===== config.mk =====
export PLATFORM = sky130hd
export DESIGN_NAME = dq_current_pi_controller_unit
export DESIGN_NICKNAME = d
export VERILOG_FILES = /design/src/design/dqpi_pkg.sv /design/src/design/dqpi_front.sv /design/src/design/dqpi_back.sv /design/src/design/dq_current_pi_controller_unit.sv
export SDC_FILE = /design/constraint.sdc
export NUM_CORES = 2
export LEC_CHECK = 0
export BUFFER_PORTS_ARGS = -buffer_cell sky130_fd_sc_hd__buf_4
export CAP_MARGIN = 10
export CORE_MARGIN = 10
export CORE_UTILIZATION = 55
export CTS_CLUSTER_SIZE = 8
export DETAILED_ROUTE_END_ITERATION = 10
export PLACE_DENSITY_LB_ADDON = 0.25
export SYNTH_ARGS = -nofsm -noshare
export SYNTH_HDL_FRONTEND = slang
export SYNTH_HIERARCHICAL = 1
export SYNTH_SLANG_ARGS = --single-unit
export TNS_END_PERCENT = 5

===== constraint.sdc =====
create_clock -name clk -period 9 [get_ports clk]
set_input_delay 0.45 -clock clk [delete_from_list [all_inputs] [get_ports clk]]
set_output_delay 0.45 -clock clk [all_outputs]
set_load 0.02 [all_outputs]

===== src/design/dqpi_pkg.sv =====
// ----------------------------------------------------------------------------
// dqpi_pkg: shared types and constants of the dq current PI controller
// Word layouts of both channels, the classified job word, register indexes
// and register reset values.
// ----------------------------------------------------------------------------
package dqpi_pkg;

	// default depth of the queue between front and back
	localparam int unsigned QUEUE_DEPTH = 2;

	// configuration register indexes
	localparam logic [1:0] CFG_PROP_GAIN  = 2'd0;
	localparam logic [1:0] CFG_INT_GAIN   = 2'd1;
	localparam logic [1:0] CFG_INDUCTANCE = 2'd2;

	// configuration register reset values
	localparam logic [15:0] PROP_GAIN_RST  = 16'd256;
	localparam logic [15:0] INT_GAIN_RST   = 16'd0;
	localparam logic [15:0] INDUCTANCE_RST = 16'd0;

	// integrator mode codes; the unused code behaves as hold
	typedef enum logic [1:0] {
		MODE_CLEAR = 2'd0,
		MODE_RUN   = 2'd1,
		MODE_HOLD  = 2'd2
	} mode_t;

	typedef struct packed {
		logic signed [15:0] id_reference;
		logic signed [15:0] iq_reference;
		logic signed [15:0] id_measured;
		logic signed [15:0] iq_measured;
		logic signed [15:0] vd_measured;
		logic signed [15:0] vq_measured;
		logic signed [15:0] angular_speed;
		logic        [15:0] dc_link_voltage;
		logic        [1:0]  mode;
	} in_t;

	typedef struct packed {
		logic signed [15:0] eta_d;
		logic signed [15:0] eta_q;
		logic               limited;
	} out_t;

	typedef struct packed {
		logic [15:0] prop_gain;
		logic [15:0] int_gain_times_period;
		logic [15:0] inductance;
	} cfg_t;

	// input word after classification of its mode
	typedef struct packed {
		in_t  word;
		logic clr;
		logic integ;
	} job_t;

endpackage


===== src/design/dqpi_front.sv =====
// ----------------------------------------------------------------------------
// dqpi_front: input side of the dq current PI controller
// Accepts input words, decodes the integrator mode and holds the jobs in a
// short queue until the back end takes them.
// ----------------------------------------------------------------------------
module dqpi_front import dqpi_pkg::*; #(
	parameter int unsigned Depth = QUEUE_DEPTH
) (
	input  logic clk,
	input  logic arst_n,
	input  logic in_valid,
	output logic in_stall,
	input  in_t  in_word,
	output logic job_valid,
	input  logic job_pop,
	output job_t job_out
);

	localparam int unsigned PtrW = $clog2(Depth);
	localparam int unsigned CntW = $clog2(Depth + 1);

	job_t            slot_q [Depth];
	logic [PtrW-1:0] wr_ptr_q;
	logic [PtrW-1:0] rd_ptr_q;
	logic [CntW-1:0] count_q;
	logic            push;
	job_t            new_job;

	function automatic logic [PtrW-1:0] ptr_next(input logic [PtrW-1:0] ptr);
		if (ptr == PtrW'(Depth - 1)) begin
			return '0;
		end
		return ptr + PtrW'(1);
	endfunction

	assign in_stall  = (count_q == CntW'(Depth));
	assign push      = in_valid && !in_stall;
	assign job_valid = (count_q != '0);
	assign job_out   = slot_q[rd_ptr_q];

	// classify the mode once, on entry
	always_comb begin
		new_job.word  = in_word;
		new_job.clr   = (in_word.mode == MODE_CLEAR);
		new_job.integ = (in_word.mode == MODE_RUN);
	end

	always_ff @(posedge clk or negedge arst_n) begin
		if (!arst_n) begin
			wr_ptr_q <= '0;
			rd_ptr_q <= '0;
			count_q  <= '0;
		end else begin
			if (push) begin
				wr_ptr_q <= ptr_next(wr_ptr_q);
			end
			if (job_pop) begin
				rd_ptr_q <= ptr_next(rd_ptr_q);
			end
			case ({push, job_pop})
				2'b10:   count_q <= count_q + CntW'(1);
				2'b01:   count_q <= count_q - CntW'(1);
				default: count_q <= count_q;
			endcase
		end
	end

	always_ff @(posedge clk) begin
		if (push) begin
			slot_q[wr_ptr_q] <= new_job;
		end
	end

endmodule


===== src/design/dqpi_back.sv =====
// ----------------------------------------------------------------------------
// dqpi_back: execution side of the dq current PI controller
// Sequences the products of both axes on one multiplier per axis, divides
// each demand by the DC-link voltage two quotient bits a cycle, saturates,
// updates the integrators and holds the result word for the receiver.
// ----------------------------------------------------------------------------
module dqpi_back import dqpi_pkg::*; (
	input  logic clk,
	input  logic arst_n,
	input  cfg_t cfg,
	input  logic job_valid,
	output logic job_pop,
	input  job_t job_in,
	output logic out_valid,
	input  logic out_stall,
	output out_t out_word
);

	localparam int unsigned DivIters = 9;
	localparam int unsigned CntW     = $clog2(DivIters);

	localparam logic signed [15:0] EtaMax    = 16'sh7FFF;
	localparam logic signed [15:0] EtaMin    = 16'sh8000;
	localparam logic        [17:0] QuoPosMax = 18'd32767;
	localparam logic        [17:0] QuoNegMax = 18'd32768;

	typedef enum logic [7:0] {
		ST_IDLE = 8'b0000_0001,
		ST_MUL0 = 8'b0000_0010,
		ST_MUL1 = 8'b0000_0100,
		ST_MUL2 = 8'b0000_1000,
		ST_MUL3 = 8'b0001_0000,
		ST_PREP = 8'b0010_0000,
		ST_DIV  = 8'b0100_0000,
		ST_DONE = 8'b1000_0000
	} state_t;

	state_t             state_q;
	logic [CntW-1:0]    cnt_q;
	job_t               job_q;
	logic               out_valid_q;
	out_t               out_q;

	logic signed [31:0] d_int_q, q_int_q;
	logic signed [31:0] wl_q;
	logic signed [35:0] d_acc_q, q_acc_q;
	logic signed [25:0] d_step_q, q_step_q;
	logic signed [49:0] d_prod_q, q_prod_q;

	logic               d_neg_q, q_neg_q;
	logic               d_zero_q, q_zero_q;
	logic               d_over_q, q_over_q;
	logic [15:0]        d_rem_q, q_rem_q;
	logic [17:0]        d_nlow_q, q_nlow_q;
	logic [17:0]        d_quo_q, q_quo_q;

	logic signed [32:0] d_ma, q_ma;
	logic signed [16:0] d_mb, q_mb;
	logic signed [49:0] d_prod, q_prod;
	logic signed [32:0] kp_ext, ki_ext;
	logic signed [16:0] err_d, err_q;
	logic [35:0]        d_mag, q_mag;
	logic [35:0]        v_lim;
	logic [17:0]        d_div, q_div;
	logic [16:0]        d_fin, q_fin;
	logic               out_free;

	// two restoring steps: {next remainder, quotient bit hi, quotient bit lo}
	function automatic logic [17:0] div2(input logic [15:0] rem, input logic [1:0] nb,
			input logic [15:0] v);
		logic [16:0] t1, t2;
		logic [15:0] r1, r2;
		logic        g1, g2;
		t1 = {rem, nb[1]};
		g1 = (t1 >= {1'b0, v});
		r1 = g1 ? 16'(t1 - {1'b0, v}) : t1[15:0];
		t2 = {r1, nb[0]};
		g2 = (t2 >= {1'b0, v});
		r2 = g2 ? 16'(t2 - {1'b0, v}) : t2[15:0];
		return {r2, g1, g2};
	endfunction

	// {limited, eta} from sign, zero, range flag and quotient magnitude
	function automatic logic [16:0] finish(input logic neg, input logic zero,
			input logic over, input logic [17:0] quo);
		logic [17:0] nq;
		nq = ~quo + 18'd1;
		if (over) begin
			if (zero) begin
				return {1'b1, 16'd0};
			end
			return {1'b1, neg ? EtaMin : EtaMax};
		end
		if (!neg) begin
			if (quo > QuoPosMax) begin
				return {1'b1, EtaMax};
			end
			return {1'b0, quo[15:0]};
		end
		if (quo > QuoNegMax) begin
			return {1'b1, EtaMin};
		end
		return {1'b0, nq[15:0]};
	endfunction

	function automatic logic signed [31:0] sat_add(input logic signed [31:0] a,
			input logic signed [25:0] b);
		logic signed [32:0] s;
		s = 33'(a) + 33'(b);
		if (s[32] != s[31]) begin
			return s[32] ? 32'sh8000_0000 : 32'sh7FFF_FFFF;
		end
		return s[31:0];
	endfunction

	assign job_pop   = (state_q == ST_IDLE) && job_valid;
	assign out_valid = out_valid_q;
	assign out_word  = out_q;
	assign out_free  = !out_valid_q || !out_stall;

	assign kp_ext = signed'({17'd0, cfg.prop_gain});
	assign ki_ext = signed'({17'd0, cfg.int_gain_times_period});
	assign err_d  = 17'(job_q.word.id_reference) - 17'(job_q.word.id_measured);
	assign err_q  = 17'(job_q.word.iq_reference) - 17'(job_q.word.iq_measured);

	// operand selection per step
	always_comb begin
		d_ma = '0;
		d_mb = '0;
		q_ma = '0;
		q_mb = '0;
		case (state_q)
			ST_MUL0: begin
				d_ma = 33'(job_q.word.angular_speed);
				d_mb = signed'({1'b0, cfg.inductance});
				q_ma = kp_ext;
				q_mb = err_d;
			end
			ST_MUL1: begin
				d_ma = ki_ext;
				d_mb = err_d;
				q_ma = kp_ext;
				q_mb = err_q;
			end
			ST_MUL2: begin
				d_ma = 33'(wl_q);
				d_mb = 17'(job_q.word.iq_measured);
				q_ma = 33'(wl_q);
				q_mb = 17'(job_q.word.id_measured);
			end
			ST_MUL3: begin
				d_ma = ki_ext;
				d_mb = err_q;
			end
			default: begin
			end
		endcase
	end

	assign d_prod = d_ma * d_mb;
	assign q_prod = q_ma * q_mb;

	assign d_mag = d_acc_q[35] ? 36'(-d_acc_q) : 36'(d_acc_q);
	assign q_mag = q_acc_q[35] ? 36'(-q_acc_q) : 36'(q_acc_q);
	assign v_lim = {9'd0, job_q.word.dc_link_voltage, 11'd0};

	assign d_div = div2(d_rem_q, d_nlow_q[17:16], job_q.word.dc_link_voltage);
	assign q_div = div2(q_rem_q, q_nlow_q[17:16], job_q.word.dc_link_voltage);

	assign d_fin = finish(d_neg_q, d_zero_q, d_over_q, d_quo_q);
	assign q_fin = finish(q_neg_q, q_zero_q, q_over_q, q_quo_q);

	// sequencer, integrators and output handshake
	always_ff @(posedge clk or negedge arst_n) begin
		if (!arst_n) begin
			state_q     <= ST_IDLE;
			cnt_q       <= '0;
			out_valid_q <= 1'b0;
			d_int_q     <= '0;
			q_int_q     <= '0;
		end else begin
			// drop the valid once taken, unless a new word replaces it
			if (out_valid_q && !out_stall && (state_q != ST_DONE)) begin
				out_valid_q <= 1'b0;
			end
			case (state_q)
				ST_IDLE: begin
					if (job_valid) begin
						state_q <= ST_MUL0;
						if (job_in.clr) begin
							d_int_q <= '0;
							q_int_q <= '0;
						end
					end
				end
				ST_MUL0: state_q <= ST_MUL1;
				ST_MUL1: state_q <= ST_MUL2;
				ST_MUL2: state_q <= ST_MUL3;
				ST_MUL3: state_q <= ST_PREP;
				ST_PREP: begin
					state_q <= ST_DIV;
					cnt_q   <= CntW'(DivIters - 1);
				end
				ST_DIV: begin
					if (cnt_q == '0) begin
						state_q <= ST_DONE;
					end else begin
						cnt_q <= cnt_q - CntW'(1);
					end
				end
				ST_DONE: begin
					if (out_free) begin
						out_valid_q <= 1'b1;
						state_q     <= ST_IDLE;
						if (job_q.integ) begin
							d_int_q <= sat_add(d_int_q, d_step_q);
							q_int_q <= sat_add(q_int_q, q_step_q);
						end
					end
				end
				default: state_q <= ST_IDLE;
			endcase
		end
	end

	// datapath registers
	always_ff @(posedge clk) begin
		d_prod_q <= d_prod;
		q_prod_q <= q_prod;
		if (job_pop) begin
			job_q <= job_in;
		end
		case (state_q)
			ST_MUL1: begin
				wl_q    <= d_prod_q[31:0];
				d_acc_q <= 36'(d_int_q) + (36'(job_q.word.vd_measured) <<< 8)
					+ signed'(q_prod_q[35:0]);
			end
			ST_MUL2: begin
				d_step_q <= signed'(d_prod_q[33:8]);
				q_acc_q  <= 36'(q_int_q) + (36'(job_q.word.vq_measured) <<< 8)
					+ signed'(q_prod_q[35:0]);
			end
			ST_MUL3: begin
				d_acc_q <= d_acc_q - 36'(signed'(d_prod_q[49:23]));
				q_acc_q <= q_acc_q + 36'(signed'(q_prod_q[49:23]));
			end
			ST_PREP: begin
				q_step_q <= signed'(d_prod_q[33:8]);
				d_neg_q  <= d_acc_q[35];
				q_neg_q  <= q_acc_q[35];
				d_zero_q <= (d_acc_q == '0);
				q_zero_q <= (q_acc_q == '0);
				d_over_q <= !(d_mag < v_lim);
				q_over_q <= !(q_mag < v_lim);
				d_rem_q  <= d_mag[26:11];
				q_rem_q  <= q_mag[26:11];
				d_nlow_q <= {d_mag[10:0], 7'd0};
				q_nlow_q <= {q_mag[10:0], 7'd0};
				d_quo_q  <= '0;
				q_quo_q  <= '0;
			end
			ST_DIV: begin
				d_rem_q  <= d_div[17:2];
				q_rem_q  <= q_div[17:2];
				d_quo_q  <= {d_quo_q[15:0], d_div[1:0]};
				q_quo_q  <= {q_quo_q[15:0], q_div[1:0]};
				d_nlow_q <= d_nlow_q << 2;
				q_nlow_q <= q_nlow_q << 2;
			end
			ST_DONE: begin
				if (out_free) begin
					out_q.eta_d   <= signed'(d_fin[15:0]);
					out_q.eta_q   <= signed'(q_fin[15:0]);
					out_q.limited <= d_fin[16] | q_fin[16];
				end
			end
			default: begin
			end
		endcase
	end

endmodule


===== src/design/dq_current_pi_controller_unit.sv =====
// ----------------------------------------------------------------------------
// dq_current_pi_controller_unit: dq current PI controller with decoupling
// One input word per control tick carries dq references, measured currents
// and voltages, PLL speed, DC-link voltage and the integrator mode; one
// result word carries the Q2.14 modulation indices eta_d, eta_q and the flag
// limited. Both channels use valid/stall: a word moves at a rising edge with
// valid high and stall low. The input queue holds QueueDepth words, so the
// sender keeps going while a finished result waits on a stalled receiver;
// in_stall rises only when the queue is full.
// Each word passes through the back end in order: four multiply steps on one
// multiplier per axis, a setup step, nine radix-4 divide steps by the
// DC-link voltage and a finish step. The back end works on one word at a
// time and takes the next word from the queue only once it is idle again.
// While out_stall holds the result, the back end waits in its finish step.
// Reset clears the queue, the output valid, both integrators and loads the
// register defaults (Kp = 1.0, Ki*Ts = 0, L = 0). Write registers on cfg_we
// only while no word is in flight.
// ----------------------------------------------------------------------------
module dq_current_pi_controller_unit import dqpi_pkg::*; #(
	parameter int unsigned QueueDepth = QUEUE_DEPTH
) (
	input  logic        clk,
	input  logic        arst_n,
	input  logic        in_valid,
	output logic        in_stall,
	input  in_t         in_word,
	output logic        out_valid,
	input  logic        out_stall,
	output out_t        out_word,
	input  logic        cfg_we,
	input  logic [1:0]  cfg_index,
	input  logic [15:0] cfg_data
);

	cfg_t cfg_q;
	logic job_valid;
	logic job_pop;
	job_t job;

	// register file; drop writes to unknown indexes
	always_ff @(posedge clk or negedge arst_n) begin
		if (!arst_n) begin
			cfg_q.prop_gain             <= PROP_GAIN_RST;
			cfg_q.int_gain_times_period <= INT_GAIN_RST;
			cfg_q.inductance            <= INDUCTANCE_RST;
		end else if (cfg_we) begin
			case (cfg_index)
				CFG_PROP_GAIN:  cfg_q.prop_gain             <= cfg_data;
				CFG_INT_GAIN:   cfg_q.int_gain_times_period <= cfg_data;
				CFG_INDUCTANCE: cfg_q.inductance            <= cfg_data;
				default: begin
				end
			endcase
		end
	end

	// accept and classify words, queue them for the back end
	dqpi_front #(
		.Depth(QueueDepth)
	) u_front (
		.clk      (clk),
		.arst_n   (arst_n),
		.in_valid (in_valid),
		.in_stall (in_stall),
		.in_word  (in_word),
		.job_valid(job_valid),
		.job_pop  (job_pop),
		.job_out  (job)
	);

	// compute the indices, advance the integrators, hold the result
	dqpi_back u_back (
		.clk      (clk),
		.arst_n   (arst_n),
		.cfg      (cfg_q),
		.job_valid(job_valid),
		.job_pop  (job_pop),
		.job_in   (job),
		.out_valid(out_valid),
		.out_stall(out_stall),
		.out_word (out_word)
	);

endmodule


==> flow_summary.toml <==
[critical_path]
crit_path_end = "u_back/d_prod_q[49]$_DFF_P_"
worstPathArrival_ns = 9.45
cp_slowest_cell = "fa_1"
r2r-end = "u_back/d_prod_q[49]$_DFF_P_"
max_stage_delay_ns = 0.58
r2r_slack_ns = 0.22
crit_start = "u_back/job_q[101]$_DFFE_PP_"
end_kind = "flip-flop"
worst_r2r_path_depth = 33
timing.rr.start = "u_back/job_q[101]$_DFFE_PP_"
worstSetupStartpointType = "flip-flop"
critPathMostFrequentCell = "fa_1"
required_ns = 9.67
path_class = "flip-flop to flip-flop"
crit_fanout = 19

[timing]
finalSetupTns_ns = 0
timing.hold.ws_ns = 0.0466
layout_min_cycle_time_ns = 8.78
worstMarginPinSlew_ns = 1.27
rsz0062_at_grt = "yes"
drv_slew = 0
setup_viol = 0
slew_headroom_pct = 15.2
post-route-period-util_pct = 97.6
final_hold_viol_count = 0
finClkSkew_ns = 0.0629
fmax_ghz = 0.114

[grt]
antenna_found_initial = 13
track_usage_pct = 30.7
grt_max_degree = 114
grt_overflow_total = 0
grt_pass1_vias = 71500
grt_pass1_wl_um = 425000

[die]
start_util_pct = 55.2
fp.dieW_um = 421
dieArea_sq_um = 178000
core_area_sq_um = 160000
std_cell_rows = 147
io_pins = 188
die_h_um = 421

[detailed_routing]
vias = 68700
routed_wl_um = 278000
met2_length_um = 132000
first_iter_violations = 5603
avgViaCountPerCell = 5.78
drc = 0
wl_per_cell_um = 23.4
top_layer_used = "met5"
wl_met1_um = 108000
ant_nets = 0
route.met3.wl_um = 20600
dr.pass1.iters = 6

[logic_synthesis]
synth.yosys.warnings = 6
synth_fp_nets = 10800
synthCells = 8903
syn_avg_cell_area_sq_um = 9.95
netlist_area_sq_um = 88600

[cts]
clk_pin_slew_ns = 0.05
cts-root-buf = "clkbuf_16"
clk_latency_ns = 0.80
cts_made_buffers = 133
cts_tree = "done"
htree_levels = 4
clockBufferDepth = 3
clock_sinks = 903

[placed_design]
place_area_sq_um = 96400
io_buffers = 187
place.gp.congestion = 1.00
dp_hpwl_um = 222000
place_inst = 11500

[final_layout]
finalInstanceArea_sq_um = 103000
syn_to_final_growth_pct = 15.9
layout-drive-gt1-share_pct = 13.3
fin_cells = 11900
final_nets = 11500

[job]
drv_cap = 0

[worst_hold_path]
worst_hold_path_type = "input pin to flip-flop"
min_path_cells = 2

[run_status]
outcome = "complete, no violations"

[pwr]
finalPower_w = 0.0267
ir_drop_v = 0.000271
power_density_nw_per_um2 = 260
p_leak_nw = 48.1
routing by layer:
layer  up-vias  GRT usage [%]
met1     34100           38.3
met2      2940           51.6
met4         6           15.5
met5         -              0
met3       679           5.28
li1      30900              -
registers in the layout, summed over array words and instances, names as in the netlist, 16 cells and up:
| name | flops |
|---|---|
| u_back/wl_q | 32 |
| u_back/q_int_q | 32 |
| u_back/d_quo_q | 18 |
| u_back/q_prod_q | 50 |
| u_back/q_step_q | 26 |
| u_back/job_q | 129 |
| u_back/d_acc_q | 36 |
| cfg_q | 48 |
| u_back/d_step_q | 26 |
| u_back/q_quo_q | 18 |
| u_back/d_int_q | 32 |
| u_back/out_word | 33 |
| u_back/q_rem_q | 16 |
| u_back/d_prod_q | 50 |
| u_front/slot_q | 260 |
| u_back/q_acc_q | 36 |
| u_back/d_rem_q | 16 |
worst max-delay path: cells and delay by family, from the launching register on:
family / cells / cell delay (ns)
AO/OA/AOI/OAI: 15 / 3.18
XOR/XNOR: 1 / 0.14
adder cells (fa/ha/maj): 8 / 3.53
buffers and inverters: 5 / 0.58
flip-flops: 1 / 0.39
AND/OR/NAND/NOR: 4 / 0.84
stage by stage:
step	util, %	setup WS [ns]
detailed placement	60.1	-0.564
CTS	63.6	-0.00757
global route	64.0	-0.0890
global placement	60.1	-0.425
floorplan	-	0.0841
finish	64.0	0.220
placed cells by master (no fill, tap or decap), types with 36 or more instances in the layout:
master,n
inv_1,1349
fa_1,1111
nand2_1,1003
buf_4,715
nor2_1,692
edfxtp_1,674
ha_1,578
a21oi_1,491
o21ai_0,361
xnor2_1,250
a21o_1,210
dlygate4sd3_1,147
xor2_1,138
clkbuf_16,136
dfrtp_1,124
mux2_2,118
dfxtp_1,100
nand2b_1,95
and2_1,86
nand3_1,85
mux2_4,71
nor3_1,69
clkbuf_1,68
nor2b_1,55
or3_1,52
o21bai_1,49
o21a_1,48
nand4_1,47
o31ai_1,44
buf_12,42
a31oi_1,41
a22oi_1,40
mux2i_1,40
a211oi_1,36
worst min-delay path by stage:
stage / startpoint / to
2_1_floorplan: arst_n / cfg_q[0]$_DFFE_PN0P_
3_3_place_gp: u_back/d_prod_q[0]$_DFF_P_ / u_back/wl_q[0]$_DFFE_PP_
3_5_place_dp: u_back/d_prod_q[5]$_DFF_P_ / u_back/wl_q[5]$_DFFE_PP_
4_1_cts: in_word[0] / u_front/slot_q[1][0]$_DFFE_PP_
5_1_grt: cfg_data[10] / cfg_q[42]$_DFFE_PN0P_
6_report: cfg_data[10] / cfg_q[42]$_DFFE_PN0P_
layout make-up:
type	instances	area [sq um]
repair buffers	920	7900
clock inverters	19	344
diodes	11	27.5
inverters	1354	5080
multi-input cells	6318	57500
well taps	2160	2700
flip-flops and latches	903	25500
fillers	12800	57700
clock buffers	204	3640
report_power, final:
group | total (W) | switching [W] | internal, W | leakage (nW)
clock | 0.00477 | 0.00195 | 0.00282 | 1.90
sequential | 0.00662 | 0.000818 | 0.00580 | 8.71
combinational | 0.0153 | 0.00922 | 0.00613 | 37.5
what timing repair did:
item | CTS | global route
pin swaps | 14 | 66
buffers inserted | 2 | 12
endpoints found under the hold margin | 384 | 0
resized for setup | 38 | 131
hold buffers | 147 | 0
setup endpoints to repair | 30 | 39
cloned | 0 | 3
Power figures use the tool's default switching activity.
